[src/sv/hiap_pkg.sv]
// Shared types and constants for the HTML integer attribute parser.
package hiap_pkg;

  localparam int unsigned CFG_INDEX_W = 2;
  localparam int unsigned MAG_W       = 32;
  localparam int unsigned PROD_W      = 35;

  localparam logic [CFG_INDEX_W-1:0] REG_NUMBER_KIND    = 2'd0;
  localparam logic [CFG_INDEX_W-1:0] REG_FALLBACK_VALUE = 2'd1;
  localparam logic [CFG_INDEX_W-1:0] REG_CLAMP_MINIMUM  = 2'd2;
  localparam logic [CFG_INDEX_W-1:0] REG_CLAMP_MAXIMUM  = 2'd3;

  localparam logic [7:0] CH_TAB   = 8'h09;
  localparam logic [7:0] CH_LF    = 8'h0A;
  localparam logic [7:0] CH_FF    = 8'h0C;
  localparam logic [7:0] CH_CR    = 8'h0D;
  localparam logic [7:0] CH_SPACE = 8'h20;
  localparam logic [7:0] CH_PLUS  = 8'h2B;
  localparam logic [7:0] CH_MINUS = 8'h2D;
  localparam logic [7:0] CH_ZERO  = 8'h30;
  localparam logic [7:0] CH_NINE  = 8'h39;

  localparam logic [PROD_W-1:0] SAT_LIMIT     = 35'h0_8000_0000;
  localparam logic [MAG_W-1:0]  SAT_MAG       = 32'h8000_0000;
  localparam logic [30:0]       CLAMP_MAX_RST = 31'h7FFF_FFFF;

  typedef enum logic [2:0] {
    PH_SPACE  = 3'd0,
    PH_SIGN   = 3'd1,
    PH_DIGITS = 3'd2,
    PH_DONE   = 3'd3,
    PH_FAIL   = 3'd4
  } phase_t;

  typedef enum logic [2:0] {
    KIND_LONG             = 3'd0,
    KIND_LIMITED_LONG     = 3'd1,
    KIND_UNSIGNED         = 3'd2,
    KIND_LIMITED_UNSIGNED = 3'd3,
    KIND_FALLBACK_UNSIGNED = 3'd4,
    KIND_CLAMPED_UNSIGNED = 3'd5
  } kind_t;

  typedef struct packed {
    phase_t           phase;
    logic             neg;
    logic [MAG_W-1:0] mag;
    logic             ovf;
  } pst_t;

  typedef struct packed {
    pst_t st;
    logic present;
  } fin_t;

  typedef struct packed {
    logic [2:0]  kind;
    logic [31:0] fallback;
    logic [30:0] cmin;
    logic [30:0] cmax;
  } cfg_t;

endpackage

[src/sv/hiap_parse.sv]
// Input register and per-byte parse state; hands the final state of a run to the judge.
module hiap_parse (
  input  logic              clk,
  input  logic              rst_n,
  input  logic              in_tvalid,
  output logic              in_tready,
  input  logic [7:0]        in_tdata,   // [7:0] char_code
  input  logic [1:0]        in_tuser,   // [0] char_valid, [1] attribute_present
  input  logic              in_tlast,   // is_last
  output hiap_pkg::fin_t    fin_r,
  output logic              fin_valid_r,
  input  logic              fin_ready
);

  logic             s1_valid_r, s1_valid_nxt;
  logic [7:0]       s1_char_r;
  logic             s1_cvalid_r;
  logic             s1_present_r;
  logic             s1_last_r;
  hiap_pkg::pst_t   st_r, st_nxt, st_upd;
  hiap_pkg::fin_t   fin_nxt;
  logic             fin_valid_nxt;
  logic             in_fire, s1_go, fin_room, fin_take;
  logic             num_char, is_space;
  logic [3:0]       digit;
  logic [hiap_pkg::PROD_W-1:0] prod;
  hiap_pkg::pst_t   st_dig;

  assign fin_take  = fin_valid_r && fin_ready;
  assign fin_room  = !fin_valid_r || fin_ready;
  assign s1_go     = s1_valid_r && (!s1_last_r || fin_room);
  assign in_tready = !s1_valid_r || s1_go;
  assign in_fire   = in_tvalid && in_tready;

  assign num_char = (s1_char_r >= hiap_pkg::CH_ZERO) && (s1_char_r <= hiap_pkg::CH_NINE);
  assign is_space = (s1_char_r == hiap_pkg::CH_TAB) || (s1_char_r == hiap_pkg::CH_LF) ||
                    (s1_char_r == hiap_pkg::CH_FF) || (s1_char_r == hiap_pkg::CH_CR) ||
                    (s1_char_r == hiap_pkg::CH_SPACE);
  assign digit    = 4'(s1_char_r - hiap_pkg::CH_ZERO);
  assign prod     = {st_r.mag, 3'b000} + {2'b00, st_r.mag, 1'b0} +
                    {{(hiap_pkg::PROD_W-4){1'b0}}, digit};

  always_comb begin
    st_dig = st_r;
    st_dig.phase = hiap_pkg::PH_DIGITS;
    if (st_r.ovf || (prod > hiap_pkg::SAT_LIMIT)) begin
      st_dig.ovf = 1'b1;
      st_dig.mag = hiap_pkg::SAT_MAG;
    end else begin
      st_dig.mag = prod[hiap_pkg::MAG_W-1:0];
    end
  end

  always_comb begin
    st_upd = st_r;
    if (s1_cvalid_r) begin
      case (st_r.phase)
        hiap_pkg::PH_SPACE: begin
          if (is_space) begin
            st_upd = st_r;
          end else if (s1_char_r == hiap_pkg::CH_MINUS) begin
            st_upd.neg   = 1'b1;
            st_upd.phase = hiap_pkg::PH_SIGN;
          end else if (s1_char_r == hiap_pkg::CH_PLUS) begin
            st_upd.phase = hiap_pkg::PH_SIGN;
          end else if (num_char) begin
            st_upd = st_dig;
          end else begin
            st_upd.phase = hiap_pkg::PH_FAIL;
          end
        end
        hiap_pkg::PH_SIGN: begin
          if (num_char) begin
            st_upd = st_dig;
          end else begin
            st_upd.phase = hiap_pkg::PH_FAIL;
          end
        end
        hiap_pkg::PH_DIGITS: begin
          if (num_char) begin
            st_upd = st_dig;
          end else begin
            st_upd.phase = hiap_pkg::PH_DONE;
          end
        end
        default: st_upd = st_r;
      endcase
    end
  end

  always_comb begin
    s1_valid_nxt  = in_fire ? 1'b1 : (s1_go ? 1'b0 : s1_valid_r);
    st_nxt        = st_r;
    fin_nxt       = fin_r;
    fin_valid_nxt = fin_take ? 1'b0 : fin_valid_r;
    if (s1_go) begin
      if (s1_last_r) begin
        st_nxt.phase  = hiap_pkg::PH_SPACE;
        st_nxt.neg    = 1'b0;
        st_nxt.mag    = '0;
        st_nxt.ovf    = 1'b0;
        fin_nxt.st    = st_upd;
        fin_nxt.present = s1_present_r;
        fin_valid_nxt = 1'b1;
      end else begin
        st_nxt = st_upd;
      end
    end
  end

  always_ff @(posedge clk) begin
    if (!rst_n) begin
      s1_valid_r  <= 1'b0;
      fin_valid_r <= 1'b0;
      st_r.phase  <= hiap_pkg::PH_SPACE;
      st_r.neg    <= 1'b0;
      st_r.mag    <= '0;
      st_r.ovf    <= 1'b0;
    end else begin
      s1_valid_r  <= s1_valid_nxt;
      fin_valid_r <= fin_valid_nxt;
      st_r        <= st_nxt;
    end
  end

  always_ff @(posedge clk) begin
    if (in_fire) begin
      s1_char_r    <= in_tdata;
      s1_cvalid_r  <= in_tuser[0];
      s1_present_r <= in_tuser[1];
      s1_last_r    <= in_tlast;
    end
    fin_r <= fin_nxt;
  end

endmodule

[src/sv/hiap_judge.sv]
// Applies the configured integer kind to a finished parse and holds the result beat.
module hiap_judge (
  input  logic            clk,
  input  logic            rst_n,
  input  hiap_pkg::fin_t  fin,
  input  logic            fin_valid,
  output logic            fin_ready,
  input  hiap_pkg::cfg_t  cfg,
  output logic            out_tvalid,
  input  logic            out_tready,
  output logic [31:0]     out_tdata,  // [31:0] result_value
  output logic            out_tuser   // [0] took_fallback
);

  logic        out_valid_r, out_valid_nxt;
  logic [31:0] data_r;
  logic        fb_r;
  logic        load;
  logic        parsed, neg, ok;
  logic [31:0] val, mag, cmin32, cmax32, clamped;

  assign mag    = fin.st.mag;
  assign parsed = (fin.st.phase == hiap_pkg::PH_DIGITS) || (fin.st.phase == hiap_pkg::PH_DONE);
  assign neg    = fin.st.neg && (mag != '0);
  assign cmin32 = {1'b0, cfg.cmin};
  assign cmax32 = {1'b0, cfg.cmax};

  always_comb begin
    clamped = mag;
    if (mag < cmin32) begin
      clamped = cmin32;
    end
    if (clamped > cmax32) begin
      clamped = cmax32;
    end
  end

  always_comb begin
    ok  = 1'b0;
    val = mag;
    case (cfg.kind)
      hiap_pkg::KIND_LONG: begin
        ok  = !fin.st.ovf && (neg || !mag[31]);
        val = neg ? (~mag + 32'd1) : mag;
      end
      hiap_pkg::KIND_LIMITED_LONG, hiap_pkg::KIND_UNSIGNED: begin
        ok = !neg && !fin.st.ovf && !mag[31];
      end
      hiap_pkg::KIND_LIMITED_UNSIGNED, hiap_pkg::KIND_FALLBACK_UNSIGNED: begin
        ok = !neg && !fin.st.ovf && !mag[31] && (mag != '0);
      end
      hiap_pkg::KIND_CLAMPED_UNSIGNED: begin
        ok  = !neg;
        val = clamped;
      end
      default: ok = 1'b0;
    endcase
    ok = ok && parsed && fin.present;
  end

  assign fin_ready = !out_valid_r || out_tready;
  assign load      = fin_valid && fin_ready;

  always_comb begin
    out_valid_nxt = load ? 1'b1 : (out_tready ? 1'b0 : out_valid_r);
  end

  always_ff @(posedge clk) begin
    if (!rst_n) begin
      out_valid_r <= 1'b0;
    end else begin
      out_valid_r <= out_valid_nxt;
    end
  end

  always_ff @(posedge clk) begin
    if (load) begin
      data_r <= ok ? val : cfg.fallback;
      fb_r   <= !ok;
    end
  end

  assign out_tvalid = out_valid_r;
  assign out_tdata  = data_r;
  assign out_tuser  = fb_r;

endmodule

[src/sv/html_integer_attribute_parser_top.sv]
// Top level: configuration registers, byte parser and kind judge of the HTML integer parser.
// A tlast beat goes through the input, finished-parse and result registers to out_tvalid.
// Throughput: one input beat per cycle until a stalled output holds up a tlast beat;
// the parse state loop is one byte per cycle. Only a beat marked tlast yields a result.
// Reset (rst_n low, synchronous) clears the parse state and pipeline valids and
// restores the registers to kind long, fallback 0, clamp 0 to 2^31-1.
module html_integer_attribute_parser_top (
  input  logic                             clk,
  input  logic                             rst_n,
  input  logic                             in_tvalid,
  output logic                             in_tready,
  input  logic [7:0]                       in_tdata,   // [7:0] char_code
  input  logic [1:0]                       in_tuser,   // [0] char_valid, [1] attribute_present
  input  logic                             in_tlast,   // is_last
  output logic                             out_tvalid,
  input  logic                             out_tready,
  output logic [31:0]                      out_tdata,  // [31:0] result_value
  output logic                             out_tuser,  // [0] took_fallback
  input  logic                             cfg_valid,
  output logic                             cfg_ready,
  input  logic [hiap_pkg::CFG_INDEX_W-1:0] cfg_index,
  input  logic [31:0]                      cfg_data
);

  hiap_pkg::cfg_t cfg_r, cfg_nxt;
  hiap_pkg::fin_t fin;
  logic           fin_valid, fin_ready;

  assign cfg_ready = 1'b1;

  always_comb begin
    cfg_nxt = cfg_r;
    if (cfg_valid) begin
      case (cfg_index)
        hiap_pkg::REG_NUMBER_KIND:    cfg_nxt.kind     = cfg_data[2:0];
        hiap_pkg::REG_FALLBACK_VALUE: cfg_nxt.fallback = cfg_data;
        hiap_pkg::REG_CLAMP_MINIMUM:  cfg_nxt.cmin     = cfg_data[30:0];
        hiap_pkg::REG_CLAMP_MAXIMUM:  cfg_nxt.cmax     = cfg_data[30:0];
        default:                      cfg_nxt = cfg_r;
      endcase
    end
  end

  always_ff @(posedge clk) begin
    if (!rst_n) begin
      cfg_r.kind     <= hiap_pkg::KIND_LONG;
      cfg_r.fallback <= '0;
      cfg_r.cmin     <= '0;
      cfg_r.cmax     <= hiap_pkg::CLAMP_MAX_RST;
    end else begin
      cfg_r <= cfg_nxt;
    end
  end

  hiap_parse u_parse (
    .clk         (clk),
    .rst_n       (rst_n),
    .in_tvalid   (in_tvalid),
    .in_tready   (in_tready),
    .in_tdata    (in_tdata),
    .in_tuser    (in_tuser),
    .in_tlast    (in_tlast),
    .fin_r       (fin),
    .fin_valid_r (fin_valid),
    .fin_ready   (fin_ready)
  );

  hiap_judge u_judge (
    .clk        (clk),
    .rst_n      (rst_n),
    .fin        (fin),
    .fin_valid  (fin_valid),
    .fin_ready  (fin_ready),
    .cfg        (cfg_r),
    .out_tvalid (out_tvalid),
    .out_tready (out_tready),
    .out_tdata  (out_tdata),
    .out_tuser  (out_tuser)
  );

endmodule
[config.mk]
export PLATFORM = sky130hd
export DESIGN_NAME = html_integer_attribute_parser_top
export DESIGN_NICKNAME = d
export VERILOG_FILES = /design/src/sv/hiap_pkg.sv /design/src/sv/hiap_parse.sv /design/src/sv/hiap_judge.sv /design/src/sv/html_integer_attribute_parser_top.sv
export SDC_FILE = /design/constraint.sdc
export NUM_CORES = 1
export LEC_CHECK = 0
export BUFFER_PORTS_ARGS = -buffer_cell sky130_fd_sc_hd__buf_4
export CAP_MARGIN = 0
export CORE_ASPECT_RATIO = 2
export CORE_MARGIN = 5
export CORE_UTILIZATION = 40
export CTS_CLUSTER_DIAMETER = 60
export CTS_CLUSTER_SIZE = 12
export DETAILED_ROUTE_END_ITERATION = 7
export GPL_ROUTABILITY_DRIVEN = 0
export HOLD_SLACK_MARGIN = 0.15
export SLEW_MARGIN = 20
export SYNTH_ARGS = -nofsm -noshare
export SYNTH_HDL_FRONTEND = slang
export SYNTH_SLANG_ARGS = --single-unit
[constraint.sdc]
create_clock -name clk -period 7.7 [get_ports clk]
set_input_delay 0.77 -clock clk [delete_from_list [all_inputs] [get_ports clk]]
set_output_delay 0.77 -clock clk [all_outputs]
set_load 0.02 [all_outputs]
Word level (Yosys, flattened, before mapping)

Index checks and enable logic that the tools add are counted.

Bitwise gates (word level): 1
Reduce and logical (&&, ||, !) cells: 43
Equality and inequality tests: 19
Magnitude comparators: 5
$add $sub $neg: 4
Multiplexer cells: 26

Operator list:

| cell                                                 | count |
|---|---|
| 2-to-1 mux 32 bit                                    | 5 |
| 2-to-1 mux 37 bit                                    | 3 |
| case mux 37 bit (3 select lines)                     | 1 |
| 2-to-1 mux 33 bit                                    | 3 |
| case mux 32 bit (2 select lines)                     | 1 |
| adder 35 x 33 -> 35 bit                              | 1 |
| adder 35 x 4 -> 35 bit                               | 1 |
| > comparator 35 x 32 -> 1 bit, second input constant | 1 |
| adder 32 x 1 -> 32 bit, second input constant        | 1 |
| == test 8 x 4 -> 1 bit, second input constant        | 4 |
| > comparator 32 x 31 -> 1 bit                        | 1 |
| < comparator 32 x 31 -> 1 bit                        | 1 |
| inverter 32 bit                                      | 1 |
| nonzero test 32 bit                                  | 1 |
| == test 8 x 6 -> 1 bit, second input constant        | 3 |
| == test 3 x 2 -> 1 bit, second input constant        | 5 |
| logical AND 1 bit                                    | 11 |
| logical OR 1 bit                                     | 11 |
| AND reduction 2 bit                                  | 5 |
| 2-to-1 mux 1 bit                                     | 9 |
| >= comparator 8 x 6 -> 1 bit, second input constant  | 1 |
| <= comparator 8 x 6 -> 1 bit, second input constant  | 1 |
| logical NOT 1 bit                                    | 8 |
| == test 3 x 1 -> 1 bit, second input constant        | 2 |
| other kinds (11)                                     | 17 |

Input bits: 50
Output and inout bits: 36
Flip-flop bits (word level): 219

Logic depth before layout (Yosys ltp)

Gate-level depths: netlist (run 1).

Depth in word-level cells: 12
Gate-level depth with buffers: 27
Gate-level depth less buffers: 24

Cells and area by module

From an unflattened synthesis (run 1), not the netlist that was laid out.

Cell total of the unflattened synthesis: 1649
Area total of the unflattened synthesis: 14659.1 sq um

By module, submodules not included:

| module                            | instances | cells each | area each (sq um) | seq. area each (sq um) |
|---|---|---|---|---|
| hiap_parse                        | 1         | 656        | 6117.1            | 2252.2 |
| hiap_judge                        | 1         | 596        | 4743.3            | 1011.0 |
| html_integer_attribute_parser_top | 1         | 397        | 3798.6            | 1941.9 |

Least setup slack after synthesis (run 1)

OpenSTA, ideal clock, no wires.

Path type: reg-to-reg
Start: reg u_parse.fin_r[11] (netlist bit)
End: reg u_judge.data_r[10] (netlist: u_judge.out_tdata[10]) (data pin)
Cell stages (with the launch flop): 25
Slack: 2140 ps
Arrival time: 5295 ps
Period minus slack after synthesis: 5560 ps
Path through: edfxtp_1 > ha_1 > a21o_1 > a21o_1 > a21oi_1 > nor2_1 > a2111oi_0 > o211ai_1 > a41oi_1 > clkbuf_1 > mux2_2 > ha_1 > a21o_1 > a21o_1 > a21o_1 > a21o_1 > a211o_1 > o211ai_1 > a21boi_0 > o21ai_0 > clkbuf_1 > clkbuf_1 > nor2_1 > a21oi_1 > o22ai_1

Word-level cells in the longest chain between the ends: 10
Elaborated cells on any way between the ends: 20
Classes of those cells: add/sub (1); order compare (2); mux (6); bitwise (1); reduce/logical (10)

Ends and longest elaborated chain:

| item                                                                  | line              | source |
|---|---|---|
| start, declared                                                       | hiap_parse.sv:10  | `output hiap_pkg::fin_t fin_r,` |
| start signal, assigned                                                | hiap_parse.sv:133 | `fin_r <= fin_nxt;` |
| branches (longest 9 deep; another with < comparator 32 x 31 -> 1 bit) | n/a               |  |
| 2-to-1 mux 32 bit (*)                                                 | hiap_judge.sv:78  | `data_r <= ok ? val : cfg.fallback;` |
| end signal, assigned                                                  | hiap_judge.sv:78  |  |
| end, declared                                                         | hiap_judge.sv:16  | `logic [31:0] data_r;` |

Mark *: on every way between the ends.
A chain may end at the register's enable or synchronous reset.

Final worst setup path (run 1)

Start: reg u_parse.fin_r[11] (netlist bit)
End: reg u_judge.data_r[14] (netlist: u_judge.out_tdata[14]) (data pin)

Same word-level chain as after synthesis.

==> impl_metrics.csv, run 1 <==
group,metric,value,unit
global_route,grt_pass1_wl,68700,µm
yosys,synth_edf_count,81,
clock_network,cts-htree-levels,1,
clock_network,cts_hold_buf,0,
power,power_leakage,6.32,nW
detailed_routing,top_layer,"met4",
clock_network,clockRootBuffer,"clkbuf_16",
global_route,grt_pass1_vias,12600,
clock_network,clock_sinks,218,
yosys,yosys.area.top_type,"dfxtp_1",
global_route,grt_use_total,22.2,%
sta,rsz0062_at_grt,"false",
setup_path,crit_fanout,23,
final_layout,syn2layout_area_growth,11.8,%
final_layout,n_fill_cell,3391,
final_layout,drive_gt1_share,10.6,%
floorplanning,die_x,142,µm
floorplanning,pin_count,86,
placement,post-place-ws,2.06,ns
final_layout,n_antenna_cell,0,
sta,finalClockSkew,0.0133,ns
floorplanning,start_util,40.3,%
yosys,synth_top_area_share,19.5,%
yosys,synth-seq-cells,218,
sta,finalHoldViolations,0,
power,ir_worst_vdd,0.161,mV
detailed_routing,num_vias,12300,
global_route,grt_max_degree,72,
detailed_routing,drtIter0Drc,687,
sta,whs,0.425,ns
floorplanning,core.rowCount,97,
detailed_routing,wl_met1,15100,µm
sta,final_max_slew_viol_count,0,
clock_network,post_cts_resized,0,
sta,finalSetupViolCount,0,
clock_network,clkTransAtPathRegs,0.07,ns
detailed_routing,wl_met2,25000,µm
min_path,min_path_type,"input pin to register",
power,p_per_area,160,nW/µm²
detailed_routing,dr_wl_met3,1470,µm
detailed_routing,antenna_left,0,
clock_network,clockBufferDepth,3,
detailed_routing,drc_errors,0,
setup_path,critPathKind,"register to register",
clock_network,cts_setup_buffers,0,
yosys,synth_cell_type_count,77,
run_status,outcome,"complete, no violations",
sta,totalNegativeSetupSlack,0,ns
placement,io_buffers,84,
power,finalPower,2.51,mW
setup_path,critPathLaunchType,"register",
flow_run,drv_cap,0,
clock_network,clk-insertion-delay-late,0.52,ns
sta,finalCritPeriodShare,73.8,%
global_route,antenna_found_initial,0,
setup_path,crit_path_end_kind,"register",
placement,hpwl,33300,µm
yosys,synthCells,1613,
sta,relSlewSlack,29.8,%
yosys,yosysWarnings,0,
detailed_routing,wire_per_inst,21.0,µm
clock_network,cts_tree,"built",
floorplanning,core_area,34800,µm²
yosys,syn_area,14000,µm²
global_route,gr-total-overflow,0,
sta,tightest_slew,1.04,ns
yosys,synth_fp_nets,1790,
detailed_routing,routed_wl,44300,µm
yosys,netlist_top_cells_area,"dfxtp_1 (20%), edfxtp_1 (17%), ha_1 (11%)",
yosys,avgSynthCellArea,8.70,µm²
clock_network,cts_made_buffers,22,
sta,fmax,176,MHz
floorplanning,dieHeight,275,µm
final_layout,nets,1826,
setup_path,required,7.97,ns
sta,layout_min_cycle_time,5.69,ns
yosys,synthFlopType,"dfxtp_1",
sta,setup_ws,2.01,ns
detailed_routing,vias_per_cell,5.84,
yosys,synth_async_sr_flop_share,0,%
floorplanning,dieArea,39200,µm²
setup_path,cp.arrival,5.95,ns
yosys,ys_seq_area_share,36.9,%
detailed_routing,firstDrtPassIters,5,
synthesized netlist by cell type, types with 6 or more instances:
| master | n |
|---|---|
| edfxtp_1 | 81 |
| inv_1 | 87 |
| nor2_1 | 45 |
| nand3_1 | 39 |
| a31oi_1 | 9 |
| nand2_1 | 281 |
| a2bb2oi_1 | 27 |
| clkbuf_1 | 74 |
| nor3_1 | 16 |
| nor4_1 | 8 |
| a211oi_1 | 8 |
| o21ai_0 | 104 |
| ha_1 | 125 |
| a21boi_0 | 67 |
| or4_1 | 6 |
| a211o_1 | 6 |
| mux2_2 | 29 |
| and2_1 | 9 |
| a21o_1 | 39 |
| and3_1 | 6 |
| o31ai_1 | 37 |
| buf_4 | 6 |
| or3_1 | 12 |
| o211ai_1 | 53 |
| xnor2_1 | 14 |
| nand4_1 | 20 |
| xor2_1 | 12 |
| o21ai_1 | 23 |
| nor2b_1 | 16 |
| o22a_1 | 23 |
| a21oi_1 | 73 |
| dfxtp_1 | 137 |
| o21a_1 | 10 |
| nand2b_1 | 11 |
final timing paths:
check                                  startpoint               endpoint  slack (ns)  cells past startpoint
worst max-delay path            u_parse.fin_r[11]  u_judge.out_tdata[14]        2.01                     22
worst min-delay path                  in_tdata[2]   u_parse.s1_char_r[2]        0.42                      1
worst max register to register  u_parse.fin_r[11]  u_judge.out_tdata[14]        2.01                     22
worst min register to register          cfg_r[63]              cfg_r[63]        0.46                      2
kinds of logic after synthesis:
family	synth area share [%]
AOI/OAI and AO/OA	25.6
and+or+nand+nor	16.7
DFF	36.9
buffers and inverters	5.03
adders and majority gates	11.4
muxes	2.68
xor gates and xnor gates	1.62
other	0.0267
cell usage in the layout, fill, tap and decap left out, drive strengths merged, types with 39 or more instances in the layout:
cell type | synthesis | layout
a21boi | 67 | 67
a21o | 39 | 39
a21oi | 73 | 73
buf | 14 | 101
dfxtp | 137 | 137
edfxtp | 81 | 81
ha | 125 | 125
inv | 87 | 88
nand2 | 282 | 282
nand3 | 39 | 39
nor2 | 45 | 45
o211ai | 53 | 53
o21ai | 127 | 127
routing by layer:
layer	vias up	global-route usage, %
met4	0	12.6
met2	313	45.0
met1	5894	20.9
met3	138	2.00
met5	-	0
li1	5985	-
layout make-up:
cell class / count / area [µm²] / area share, %
clock buffer: 38 / 632 / 4.03
clock inverter: 2 / 13.8 / 0.0877
inverter: 87 / 327 / 2.08
multi-input combinational: 1219 / 8210 / 52.3
sequential: 218 / 5170 / 33.0
tap: 445 / 557 / 3.55
timing repair buffer: 101 / 783 / 4.99
sequential cells by signal (all words and copies together), names as in the netlist:
register              cells
cfg_r                    97
u_judge.out_tuser         1
u_parse.fin_valid_r       1
u_parse.s1_present_r      1
u_parse.s1_valid_r        1
u_parse.st_dig            1
u_parse.s1_last_r         1
u_parse.s1_cvalid_r       1
u_parse.st_r             36
u_parse.s1_char_r         8
u_judge.out_tvalid        1
u_judge.out_tdata        32
u_parse.fin_r            37
where the power goes:
part | internal, mW | switching (mW)
registers | 1.23 | 0.0302
clock network | 0.558 | 0.469
logic | 0.0919 | 0.136
total | 1.88 | 0.636
critical path: stages, from the launching register on:
cell,delay (ns)
edfxtp_1,0.43
ha_1,0.33
a21o_1,0.19
a21o_1,0.17
a21oi_1,0.24
nor2_1,0.06
a2111oi_0,0.38
o211ai_1,0.20
a41oi_4,0.25
buf_4,0.30
mux2_2,0.39
ha_1,0.29
a21o_1,0.16
a21o_1,0.17
a21o_1,0.17
a21o_1,0.17
a211o_1,0.29
o211ai_1,0.09
a21boi_0,0.14
o21ai_2,0.17
nand2_2,0.39
a2bb2oi_1,0.26
o22a_1,0.17
stage by stage:
step / std cells / instance area [µm²] / utilization [%]
2_1_floorplan: 1613 / 14000 / -
3_3_place_gp: 2069 / 15000 / 43.1
3_5_place_dp: 2069 / 15000 / 43.1
4_1_cts: 2109 / 15700 / 45.0
5_1_grt: 2110 / 15700 / 45.1
6_report: 2110 / 15700 / 45.1
Note: power is estimated with default switching activity, not from simulation.
==> inputs of run 2 (changes only) <==
--- a/config.mk
+++ b/config.mk
@@ -5,6 +5,7 @@
 export SDC_FILE = /design/constraint.sdc
 export NUM_CORES = 1
 export LEC_CHECK = 0
+export ABC_AREA = 1
 export BUFFER_PORTS_ARGS = -buffer_cell sky130_fd_sc_hd__buf_4
 export CAP_MARGIN = 0
 export CORE_ASPECT_RATIO = 2
==> constraint.sdc (replaced) <==
create_clock -name clk -period 5.2 [get_ports clk]
set_input_delay 0.52 -clock clk [delete_from_list [all_inputs] [get_ports clk]]
set_output_delay 0.52 -clock clk [all_outputs]
set_load 0.02 [all_outputs]
==> impl_metrics.csv, run 2 <==
group,metric,value,unit
run_status,outcome,"complete, no violations",
setup_path,regToRegSetupSlack,0.29,ns
clock_network,clockBufferDepth,3,
final_layout,largest_reg_flops,97,
clock_network,clk-insertion-delay-late,0.53,ns
yosys,yosys.area.top_type,"dfxtp_1",
power,ir_worst_vdd,0.202,mV
detailed_routing,num_vias,14500,
sta,whs,0.173,ns
floorplanning,core_area,37900,µm²
yosys,synth_top_area_share,17.9,%
yosys,synth_async_sr_flop_share,0,%
final_layout,final_common_cell,"nand2_1",
clock_network,cts-htree-levels,1,
final_layout,n_antenna_cell,0,
setup_path,critPathKind,"register to register",
flow_run,drv_cap,0,
final_layout,syn2layout_area_growth,10.9,%
final_layout,final_cells,2721,
floorplanning,die_x,148,µm
yosys,synth-seq-cells,218,
final_layout,reg_top3,"cfg_r x97, u_parse.fin_r x37, u_parse.st_r x36",
min_path,holdPathEnd,"u_parse.s1_last_r",
clock_network,clock_sinks,218,
final_layout,nets,2419,
clock_network,clkTransAtPathRegs,0.07,ns
setup_path,slowest_stage,"nor3_1",
clock_network,post_cts_resized,0,
sta,finalSetupViolCount,0,
yosys,synthCells,2201,
sta,finalHoldViolations,0,
setup_path,crit_path_end_kind,"register",
clock_network,cts_setup_buffers,0,
global_route,grt_use_total,21.8,%
floorplanning,pin_count,86,
global_route,grt_pass1_vias,14300,
sta,rsz0062_at_grt,"false",
final_layout,drive_gt1_share,9.70,%
setup_path,slowest_delay,0.59,ns
setup_path,required,5.48,ns
setup_path,cp.arrival,5.18,ns
placement,hpwl,36300,µm
detailed_routing,vias_per_cell,5.31,
clock_network,cts_made_buffers,22,
final_layout,n_fill_cell,3896,
yosys,yosysWarnings,0,
yosys,synth_cell_type_count,60,
yosys,syn_area,15300,µm²
final_layout,fin_util,44.8,%
global_route,gr-total-overflow,0,
sta,totalNegativeSetupSlack,0,ns
detailed_routing,drtIter0Drc,646,
sta,relSlewSlack,22.7,%
sta,finalCritPeriodShare,94.4,%
global_route,grt_pass1_wl,74600,µm
detailed_routing,drc_errors,0,
yosys,synth_fp_nets,2378,
floorplanning,dieArea,42600,µm²
yosys,synth_edf_count,81,
sta,fmax,204,MHz
floorplanning,core.rowCount,101,
min_path,min_path_type,"input pin to register",
yosys,yosysMostFrequentCell,"nand2_1",
setup_path,cp_cell_sequence,"ha_1, nand2_1, inv_1, nand3_1, a21oi_1, o211ai_1, nand2_1, nand4_1, nand2_1, buf_12, o21ai_0, ha_1, nand2_1, nor2_1, nand4_1, nor3_1, nand4_1, nand2_1, clkinv_1, buf_12, o211ai_1, nand3_1, o21a_1",
sta,tightest_slew,1.16,ns
final_layout,final_cell_mix,"nand2_1 (617), inv_1 (240), nor2_1 (200)",
sta,finalClockSkew,0.0167,ns
yosys,ys_seq_area_share,33.7,%
final_layout,regMostFlops,"cfg_r",
sta,layout_min_cycle_time,4.91,ns
detailed_routing,firstDrtPassIters,5,
setup_path,crit_family,"simple AND/OR/NAND/NOR gates",
clock_network,cts_hold_buf,0,
clock_network,clockRootBuffer,"clkbuf_16",
sta,final_max_slew_viol_count,0,
clock_network,cts_tree,"built",
setup_path,rr_worst_depth,23,
setup_path,crit_path_frequent_cell,"nand2_1",
floorplanning,start_util,40.5,%
setup_path,crit_fanout,62,
global_route,grt_max_degree,71,
min_path,hp-start,"in_tlast",
setup_path,path_buf_inv,4,
detailed_routing,routed_wl,47400,µm
power,power_leakage,8.00,nW
yosys,synthFlopType,"dfxtp_1",
detailed_routing,wire_per_inst,17.4,µm
min_path,holdPathStages,1,
detailed_routing,antenna_left,0,
power,p_per_area,225,nW/µm²
setup_path,critPathLaunchType,"register",
yosys,avgSynthCellArea,6.97,µm²
setup_path,timing.rr.end,"u_judge.out_tdata[27]",
global_route,antenna_found_initial,0,
placement,io_buffers,84,
floorplanning,dieHeight,287,µm
placement,dp_cells,2681,
yosys,ys_top_cells_by_count,"nand2_1 (617), inv_1 (241), nor2_1 (202)",
yosys,netlist_top_cells_area,"dfxtp_1 (18%), edfxtp_1 (16%), nand2_1 (15%)",
setup_path,reg2reg_from,"u_parse.fin_r[9]",
-- run 2: per-stage QoR --
| step | total power, mW | worst slack [ns] | area [µm²] |
|---|---|---|---|
| 6_report | 3.82 | 0.293 | 17000 |
| 5_1_grt | 3.97 | 0.0821 | 17000 |
| 4_1_cts | 3.86 | 0.259 | 17000 |
| 3_5_place_dp | 2.32 | 0.293 | 16300 |
| 3_3_place_gp | 2.31 | 0.228 | 16300 |
| 2_1_floorplan | 2.16 | 1.39 | 15300 |
-- run 2: layout make-up --
cell class / count / area, µm² / share of cell area [%]
Multi-Input combinational cell: 1646 / 8830 / 51.9
Inverter: 248 / 933 / 5.49
Timing Repair Buffer: 106 / 821 / 4.83
Sequential cell: 218 / 5170 / 30.4
Tap cell: 463 / 579 / 3.41
Clock inverter: 1 / 8.76 / 0.0515
Clock buffer: 39 / 657 / 3.86
-- run 2: logic make-up after synthesis --
group,synth area share (%)
simple gates,29.6
compound gates,17.1
buf+inv,8.89
flops,33.7
fa+ha+maj,10.5
xor+xnor,0.171
other cells,0.0245
mux,0.0734
-- run 2: worst reg2reg max path, cell delays in order, from the launching register on --
cell and delay [ns]:
edfxtp_1 0.50, ha_1 0.34, nand2_1 0.07, inv_1 0.05
nand3_1 0.06, a21oi_1 0.15, o211ai_1 0.10, nand2_1 0.17
nand4_1 0.10, nand2_1 0.12, buf_12 0.25, o21ai_0 0.20
ha_1 0.34, nand2_1 0.07, nor2_1 0.18, nand4_1 0.20
nor3_1 0.59, nand4_1 0.18, nand2_1 0.17, clkinv_1 0.15
buf_12 0.22, o211ai_1 0.23, nand3_1 0.09, o21a_1 0.12
-- run 2: power by group --
part           total, mW  internal [mW]  switching (mW)
clock network       1.54          0.855           0.682
logic              0.425          0.144           0.282
registers           1.86           1.83          0.0300
-- run 2: worst max path at each step --
stage / start / to / slack (ns) / cells after the start
3_5_place_dp: u_parse.fin_r[9] / u_judge.out_tdata[27] / 0.29 / 23
5_1_grt: u_parse.fin_r[9] / u_judge.out_tdata[27] / 0.08 / 22
3_3_place_gp: u_parse.fin_r[9] / u_judge.out_tdata[27] / 0.23 / 21
4_1_cts: u_parse.fin_r[9] / u_judge.out_tdata[27] / 0.26 / 23
2_1_floorplan: u_parse.fin_r[25] / u_judge.out_tdata[27] / 1.39 / 24
6_report: u_parse.fin_r[9] / u_judge.out_tdata[27] / 0.29 / 23
-- run 2: per-layer routing --
metal	global-route usage (%)	part of all wire, %	up-vias
li1	-	-	7386
met1	21.1	35	6613
met2	44.4	57	337
met3	1.55	3.0	121
met4	11.3	5.5	0
met5	0	0	-
